--- src/rtl/pq_pkg.sv ---
package pq_pkg;

    // Palette geometry.
    localparam int PALETTE_SIZE = 4;
    localparam int STOCK_BITS   = 16;

    // Field widths fixed by the stream format.
    localparam int PIXEL_W     = 32;
    localparam int ENTRY_IDX_W = 2;
    localparam int DIST_W      = 10;
    localparam int CNT_W       = 3;
    localparam int BYTE_W      = 8;

    // Configuration port geometry.
    localparam int CFG_ADDR_W = 3;
    localparam int CFG_DATA_W = 48;
    localparam int COLOR_LSB  = 16;

    // Register indexes.
    localparam logic [CFG_ADDR_W-1:0] REG_PALETTE_COUNT = 3'd0;
    localparam logic [CFG_ADDR_W-1:0] REG_PRINT_MODE    = 3'd1;
    localparam logic [CFG_ADDR_W-1:0] REG_ENTRY_BASE    = 3'd2;

    // Input actions carried in s_tuser.
    localparam logic ACTION_CONVERT = 1'b0;
    localparam logic ACTION_RELOAD  = 1'b1;

    // Distance reported when no entry is eligible; also the exclusive limit.
    localparam logic [DIST_W-1:0] NO_MATCH_DIST = 10'd765;

    // Result tdata layout, lowest bit first.
    localparam int M_TDATA_W   = 48;
    localparam int OUT_IDX_LSB = PIXEL_W;
    localparam int OUT_DST_LSB = PIXEL_W + ENTRY_IDX_W;
    localparam int OUT_PAD_W   = M_TDATA_W - PIXEL_W - ENTRY_IDX_W - DIST_W;

    typedef logic [PALETTE_SIZE-1:0][STOCK_BITS-1:0] stock_vec_t;

    typedef struct packed {
        logic [CNT_W-1:0]                        palette_count;
        logic                                    print_mode;
        logic [PALETTE_SIZE-1:0][PIXEL_W-1:0]    color;
        logic [PALETTE_SIZE-1:0][STOCK_BITS-1:0] init_stock;
    } cfg_t;

    typedef struct packed {
        logic [PIXEL_W-1:0]     pixel_out;
        logic [ENTRY_IDX_W-1:0] entry_index;
        logic                   matched;
        logic [DIST_W-1:0]      best_distance;
        logic [PALETTE_SIZE-1:0] dec_en;
    } match_t;

    typedef struct packed {
        logic                    step;
        logic                    reload;
        logic [PALETTE_SIZE-1:0] dec_en;
    } stock_upd_t;

    function automatic logic [BYTE_W-1:0] abs_diff(input logic [BYTE_W-1:0] a,
                                                   input logic [BYTE_W-1:0] b);
        return (a > b) ? (a - b) : (b - a);
    endfunction

    // Manhattan distance over red, green and blue; alpha is ignored.
    function automatic logic [DIST_W-1:0] l1_dist(input logic [PIXEL_W-1:0] p,
                                                  input logic [PIXEL_W-1:0] c);
        logic [DIST_W-1:0] dr;
        logic [DIST_W-1:0] dg;
        logic [DIST_W-1:0] db;
        dr = DIST_W'(abs_diff(p[23:16], c[23:16]));
        dg = DIST_W'(abs_diff(p[15:8], c[15:8]));
        db = DIST_W'(abs_diff(p[7:0], c[7:0]));
        return dr + dg + db;
    endfunction

endpackage

--- src/rtl/palette_quantizer_with_stock_core.sv ---
// The input transaction is captured in the input registers, and its result in the output
// registers that drive m_tvalid; a stall on m_tready can hold it between the two.
// One item per cycle unless stalled; stock updates take effect for the next item.
// A reload transaction updates the stock counters and produces no result.
// The rate is set by the single distance and select stage between two registers.
// Reset (aresetn low, synchronous) clears the pipeline valids, all configuration
// registers and the stock counters.
module palette_quantizer_with_stock_core (
    input  logic                              aclk,
    input  logic                              aresetn,
    input  logic                              s_tvalid,
    output logic                              s_tready,
    input  logic [pq_pkg::PIXEL_W-1:0]        s_tdata,   // [31:0] pixel_in
    input  logic                              s_tuser,   // [0] action
    output logic                              m_tvalid,
    input  logic                              m_tready,
    // [31:0] pixel_out, [33:32] entry_index, [43:34] best_distance, [47:44] zero
    output logic [pq_pkg::M_TDATA_W-1:0]      m_tdata,
    output logic                              m_tuser,   // [0] matched
    input  logic                              cfg_we,
    input  logic [pq_pkg::CFG_ADDR_W-1:0]     cfg_addr,
    input  logic [pq_pkg::CFG_DATA_W-1:0]     cfg_wdata
);

    pq_pkg::cfg_t       cfg;
    pq_pkg::stock_vec_t stock;
    pq_pkg::match_t     res;
    pq_pkg::stock_upd_t upd;

    logic                        in_valid_reg;
    logic                        in_action_reg;
    logic [pq_pkg::PIXEL_W-1:0]  in_pixel_reg;
    logic                        m_valid_reg;
    logic [pq_pkg::M_TDATA_W-1:0] m_data_reg;
    logic                        m_user_reg;
    logic                        out_ready;
    logic [pq_pkg::M_TDATA_W-1:0] m_data_next;

    pq_cfg_regs u_cfg (
        .aclk      (aclk),
        .aresetn   (aresetn),
        .cfg_we    (cfg_we),
        .cfg_addr  (cfg_addr),
        .cfg_wdata (cfg_wdata),
        .cfg       (cfg)
    );

    pq_stock_bank u_stock (
        .aclk    (aclk),
        .aresetn (aresetn),
        .cfg     (cfg),
        .upd     (upd),
        .stock   (stock)
    );

    pq_nearest u_nearest (
        .cfg   (cfg),
        .stock (stock),
        .pixel (in_pixel_reg),
        .res   (res)
    );

    // The whole pipe stalls only when a result waits and is not taken.
    assign out_ready = !m_valid_reg || m_tready;
    assign s_tready  = !in_valid_reg || out_ready;

    assign upd.step   = in_valid_reg && out_ready;
    assign upd.reload = (in_action_reg == pq_pkg::ACTION_RELOAD);
    assign upd.dec_en = res.dec_en;

    assign m_data_next = {pq_pkg::OUT_PAD_W'(0), res.best_distance, res.entry_index,
                          res.pixel_out};

    always_ff @(posedge aclk) begin
        if (!aresetn) begin
            in_valid_reg <= 1'b0;
            m_valid_reg  <= 1'b0;
        end else begin
            if (s_tready) begin
                in_valid_reg <= s_tvalid;
            end
            if (out_ready) begin
                m_valid_reg <= in_valid_reg &&
                               (in_action_reg == pq_pkg::ACTION_CONVERT);
            end
        end
    end

    always_ff @(posedge aclk) begin
        if (s_tready && s_tvalid) begin
            in_action_reg <= s_tuser;
            in_pixel_reg  <= s_tdata;
        end
        if (out_ready && in_valid_reg) begin
            m_data_reg <= m_data_next;
            m_user_reg <= res.matched;
        end
    end

    assign m_tvalid = m_valid_reg;
    assign m_tdata  = m_data_reg;
    assign m_tuser  = m_user_reg;

endmodule

--- src/rtl/pq_cfg_regs.sv ---
module pq_cfg_regs (
    input  logic                           aclk,
    input  logic                           aresetn,
    input  logic                           cfg_we,
    input  logic [pq_pkg::CFG_ADDR_W-1:0]  cfg_addr,
    input  logic [pq_pkg::CFG_DATA_W-1:0]  cfg_wdata,
    output pq_pkg::cfg_t                   cfg
);

    pq_pkg::cfg_t cfg_reg;

    always_ff @(posedge aclk) begin
        if (!aresetn) begin
            cfg_reg <= '0;
        end else if (cfg_we) begin
            if (cfg_addr == pq_pkg::REG_PALETTE_COUNT) begin
                cfg_reg.palette_count <= cfg_wdata[pq_pkg::CNT_W-1:0];
            end
            if (cfg_addr == pq_pkg::REG_PRINT_MODE) begin
                cfg_reg.print_mode <= cfg_wdata[0];
            end
            for (int i = 0; i < pq_pkg::PALETTE_SIZE; i++) begin
                if (cfg_addr == pq_pkg::REG_ENTRY_BASE + pq_pkg::CFG_ADDR_W'(i)) begin
                    cfg_reg.color[i] <=
                        cfg_wdata[pq_pkg::COLOR_LSB +: pq_pkg::PIXEL_W];
                    cfg_reg.init_stock[i] <= cfg_wdata[pq_pkg::STOCK_BITS-1:0];
                end
            end
        end
    end

    assign cfg = cfg_reg;

endmodule

--- src/rtl/pq_stock_bank.sv ---
module pq_stock_bank (
    input  logic                aclk,
    input  logic                aresetn,
    input  pq_pkg::cfg_t        cfg,
    input  pq_pkg::stock_upd_t  upd,
    output pq_pkg::stock_vec_t  stock
);

    pq_pkg::stock_vec_t stock_reg;

    always_ff @(posedge aclk) begin
        if (!aresetn) begin
            stock_reg <= '0;
        end else if (upd.step) begin
            for (int i = 0; i < pq_pkg::PALETTE_SIZE; i++) begin
                if (upd.reload) begin
                    stock_reg[i] <= cfg.init_stock[i];
                end else if (upd.dec_en[i]) begin
                    stock_reg[i] <= stock_reg[i] - 1'b1;
                end
            end
        end
    end

    assign stock = stock_reg;

endmodule

--- src/rtl/pq_nearest.sv ---
module pq_nearest (
    input  pq_pkg::cfg_t                cfg,
    input  pq_pkg::stock_vec_t          stock,
    input  logic [pq_pkg::PIXEL_W-1:0]  pixel,
    output pq_pkg::match_t              res
);

    localparam logic [pq_pkg::CNT_W-1:0] SIZE_CNT = pq_pkg::CNT_W'(pq_pkg::PALETTE_SIZE);

    logic [pq_pkg::CNT_W-1:0]  n_active;
    logic [pq_pkg::DIST_W-1:0] entry_dist [pq_pkg::PALETTE_SIZE];

    always_comb begin
        n_active = (cfg.palette_count > SIZE_CNT) ? SIZE_CNT : cfg.palette_count;
        for (int i = 0; i < pq_pkg::PALETTE_SIZE; i++) begin
            entry_dist[i] = pq_pkg::l1_dist(pixel, cfg.color[i]);
        end
    end

    // Strict less-than keeps the lowest index on a tie.
    always_comb begin
        res.best_distance = pq_pkg::NO_MATCH_DIST;
        res.pixel_out     = pixel;
        res.entry_index   = '0;
        res.matched       = 1'b0;
        for (int i = 0; i < pq_pkg::PALETTE_SIZE; i++) begin
            if ((pq_pkg::CNT_W'(i) < n_active) && (entry_dist[i] < res.best_distance) &&
                (stock[i] != '0)) begin
                res.best_distance = entry_dist[i];
                res.pixel_out     = cfg.color[i];
                res.entry_index   = pq_pkg::ENTRY_IDX_W'(i);
                res.matched       = 1'b1;
            end
        end
        // In print mode no match charges entry 0 if stocked and in use.
        for (int i = 0; i < pq_pkg::PALETTE_SIZE; i++) begin
            res.dec_en[i] = cfg.print_mode && (n_active != '0) &&
                            (res.entry_index == pq_pkg::ENTRY_IDX_W'(i)) &&
                            (stock[i] != '0);
        end
    end

endmodule

--- config.mk ---
export PLATFORM = sky130hd
export DESIGN_NAME = palette_quantizer_with_stock_core
export DESIGN_NICKNAME = d
export VERILOG_FILES = /design/src/rtl/pq_pkg.sv /design/src/rtl/palette_quantizer_with_stock_core.sv /design/src/rtl/pq_cfg_regs.sv /design/src/rtl/pq_stock_bank.sv /design/src/rtl/pq_nearest.sv
export SDC_FILE = /design/constraint.sdc
export NUM_CORES = 1
export LEC_CHECK = 0
export ABC_CLOCK_PERIOD_IN_PS = 21900
export BUFFER_PORTS_ARGS = -buffer_cell sky130_fd_sc_hd__buf_4
export CORE_MARGIN = 2
export CORE_UTILIZATION = 60
export CTS_BUF_LIST = sky130_fd_sc_hd__clkbuf_4
export DETAILED_ROUTE_END_ITERATION = 16
export PLACE_DENSITY = 0.9
export SLEW_MARGIN = 25
export SYNTH_ARGS = -nofsm -noshare
export SYNTH_HDL_FRONTEND = slang
export SYNTH_SLANG_ARGS = --single-unit
--- constraint.sdc ---
create_clock -name aclk -period 21.9 [get_ports aclk]
set_clock_uncertainty 0.15 [all_clocks]
set_input_delay 5.475 -clock aclk [delete_from_list [all_inputs] [get_ports aclk]]
set_output_delay 5.475 -clock aclk [all_outputs]
set_load 0.02 [all_outputs]
==> out/summary.txt <==
DIE
----------------------------------------------------------------------------------------
Num rows                                                                              74
Area of the core                                                              40,920 um2
Vertical die dimension                                                          207.9 um
Initial Utilization                                                               0.6093
Total I/O pin count                                                                  140
Die area                                                                      43,200 um2
Die outline width                                                               207.9 um

CTS
----------------------------------------------------------------------------------------
Post-CTS Hold Buffers                                                                  0
Post-CTS Resized                                                                       0
Level count of the clock H-tree                                                        3
Clock latency on the worst-skew pair                                             0.87 ns
CTS Buf Count                                                                         96
Clock tree from TritonCTS                                                           done
Sink count of the clock tree                                                         340
Root buffer cell                                                                clkbuf_4
Clock transition at the registers of the reported paths                          0.07 ns
# Post-CTS Setup Buffers                                                               0
Maximum buffer depth of the clock tree                                                 3

SYNTHESIS
----------------------------------------------------------------------------------------
Most used flip-flop cell after synthesis                                         dfxtp_1
Count of unique library cells instantiated by Yosys                                   81
Top cell type by total area after synthesis                                      dfxtp_1
EDFF count, synth                                                                     78
Syn Area/Cell                                                                  8.059 um2
Total standard cell area after synthesis                                      24,930 um2
Number of flip-flops and latches in the synthesized netlist                          340
Most common cell in the synthesized netlist                                      nand2_1
Number of instances in the synthesized netlist                                     3,094
Sequential element share of the synthesized area                                  0.3043
Synthesis warning total                                                                0
Fraction of post-synthesis cell area in the top cell type by area                 0.2104
Proportion of synthesized flip-flops having asynchronous set or reset                  0
Synth area leaders                                                          dfxtp_1 21%, ha_1 14%, edfxtp_1 9.4%, a21oi_1 8.4%, nand2_1 7.7%
Commonest cells post-synth                                                  509 x nand2_1, 420 x a21oi_1, 272 x ha_1

GRT
----------------------------------------------------------------------------------------
Global-route track usage on met3                                                 0.07126
M1 GR Usage                                                                       0.4396
Met2 global-route usage                                                           0.5907
Largest net degree at the start of global routing                                     91
Vias in the first global route                                                    23,370
Residual overflow from global routing                                                  0
First-pass GRT wire length                                                      124.1 mm
GR peak layer                                                                       met2
Antenna violations before repair                                                       2
Tot GR Track Use                                                                  0.3574

STA
----------------------------------------------------------------------------------------
Max Fclk                                                                     0.05996 GHz
Worst setup slack after layout                                                  5.221 ns
Clock period minus worst slack                                                  16.68 ns
Count of final max-slew check failures                                                 0
Unrepaired setup endpoints after global routing                                       no
Number of hold-slack violations in the final timing report                             0
TNS Setup                                                                           0 ns
Period utilisation layout                                                         0.7616
Pin slew with the least headroom to its limit                                   1.097 ns
Setup violators final                                                                  0
Rel. slew slack                                                                   0.2663

PLACED DESIGN
----------------------------------------------------------------------------------------
Placement Setup Slack                                                           5.680 ns
HPWL after DPL                                                                  56.38 mm
Port Buffers                                                                         135
Placed cell count                                                                  3,631
Gp weighted congestion                                                            0.9462

DRT
----------------------------------------------------------------------------------------
Drt first-iter violations                                                          2,391
DRC viols                                                                              0
Number of nets with antenna violations after routing                                   0
Via count normalized by instance count                                             6.225
WL/cell                                                                         20.68 um
Total routed wirelength                                                         78.76 mm
Vias                                                                              23,700
Number of search-and-repair iterations in the first detailed-routing pass              6

POWER AND IR DROP
----------------------------------------------------------------------------------------
Power density cells                                                         83.06 nW/um2
P_leak                                                                          11.36 nW
Largest vdd supply drop                                                       0.05516 mV

WORST SETUP PATH
----------------------------------------------------------------------------------------
Critical path required time                                                     22.49 ns
Largest stage delay on the critical path                                         0.75 ns
Setup crit end kind                                                                 flop
Worst Path Max Fanout                                                                 61
Arrival time at the worst endpoint                                              17.27 ns
Crit-path slowest cell                                                             buf_4
Kind of launch point of the worst setup path                                        flop
Critical setup path kind                                                         reg2reg
Cell repeated most along the worst path                                           a21o_1

CELLS AND AREA
----------------------------------------------------------------------------------------
Post-synthesis to final-layout area growth                                        10.47%
Finished Layout Cells                                                              3,808
Largest register FFs                                                                 196
Share of post-route cells with drive strength above 1                             0.1136
Final #Nets                                                                        3,590
Layout fillers                                                                     3,335

STATUS
----------------------------------------------------------------------------------------
Status                                                                      finished clean

WORST HOLD PATH
----------------------------------------------------------------------------------------
Worst hold-check path type                                                       reg2reg

JOB
----------------------------------------------------------------------------------------
Max-cap violation count                                                                0

[critical path: cells and delay by family, from the launching register on]
family                   cells  cell delay (ns)
AO/OA/AOI/OAI               29             6.98
XOR/XNOR                     3             0.60
adder cells (fa/ha/maj)      7             2.26
buffers and inverters        6             2.59
flip-flops                   1             0.49
multiplexers                 3             1.17
AND/OR/NAND/NOR             11             2.27
[kinds of logic (layout without fill, tap and decap cells)]
logic type / after synthesis / count (layout) / synth area share
AO/OA/AOI/OAI: 892 / 892 / 0.2214
multiplexers: 89 / 89 / 0.03683
other: 1 / 6 / 0.0001504
buffers and inverters: 382 / 559 / 0.05866
adder cells (fa/ha/maj): 305 / 305 / 0.1626
AND/OR/NAND/NOR: 959 / 959 / 0.1718
flip-flops: 340 / 340 / 0.3043
XOR/XNOR: 126 / 126 / 0.04426
[layer usage]
layer  share of wire  vias to the layer above
li1                -                    11110
met1            0.39                    11170
met2            0.47                     1187
met3           0.088                      238
met4           0.049                        0
met5               0                        -
[cell usage in the layout, fill, tap and decap left out, drive strengths merged, types with 8 or more instances in the layout]
cell type	netlist	final
nand3	30	30
clkinv	1	34
o21a	15	15
inv	223	227
a21o	70	70
or4	14	14
nand2b	19	19
nor2b	49	49
mux2	22	22
o211ai	15	15
or3	16	16
nor4b	10	10
o22ai	13	13
a21oi	421	421
nor2	187	187
nor3	34	34
xor2	43	43
dfxtp	262	262
o31ai	8	8
o311ai	10	10
mux2i	67	67
buf	19	160
nand4	30	30
o21ai	105	105
o21bai	32	32
or2	13	13
clkbuf	139	136
edfxtp	78	78
o22a	8	8
a21boi	12	12
nor4	18	18
nand2	509	509
a211oi	89	89
xnor2	83	83
ha	272	272
fa	32	32
a221oi	19	19
a31oi	15	15
[area by class of cell]
class	count	area, um2	area share
diodes	2	5.005	0.0001817
clock buffers	136	1021	0.03707
clock inverters	39	224.0	0.008131
inverters	224	845.8	0.03071
multi-input cells	2375	15980	0.5800
flip-flops and latches	340	7587	0.2754
well taps	532	665.6	0.02417
repair buffers	160	1221	0.04433
[per-stage QoR]
stage	power (mW)	instance area (um2)	hold WS, ns	util
after CTS	2.275	27540	0.3065	0.6730
after floorplan	1.410	24950	0.2800	-
final	2.288	27550	0.3045	0.6731
after global placement	1.630	26260	0.2890	0.6418
after global routing	2.427	27550	0.3281	0.6731
after detailed placement	1.663	26300	0.2970	0.6425
[worst paths after layout]
kind | depth (start not counted) | endpoint | start | slack, ns
worst max-delay path | 59 | u_stock.stock[55]$_SDFFE_PN0P_ | in_pixel_reg[16]$_DFFE_PP_ | 5.22
worst min-delay path | 2 | u_cfg.cfg[62]$_SDFFE_PN0P_ | u_cfg.cfg[62]$_SDFFE_PN0P_ | 0.30
worst max register to register | 59 | u_stock.stock[55]$_SDFFE_PN0P_ | in_pixel_reg[16]$_DFFE_PP_ | 5.22
worst min register to register | 2 | u_cfg.cfg[62]$_SDFFE_PN0P_ | u_cfg.cfg[62]$_SDFFE_PN0P_ | 0.30
[where the power goes]
| group | switching (mW) | internal, mW | total, mW |
|---|---|---|---|
| Clock | 0.296 | 0.312 | 0.608 |
| Combinational | 0.597 | 0.395 | 0.991 |
| Sequential | 0.0202 | 0.668 | 0.688 |
| Total | 0.913 | 1.37 | 2.29 |
Note: power is estimated with default switching activity, not from simulation.
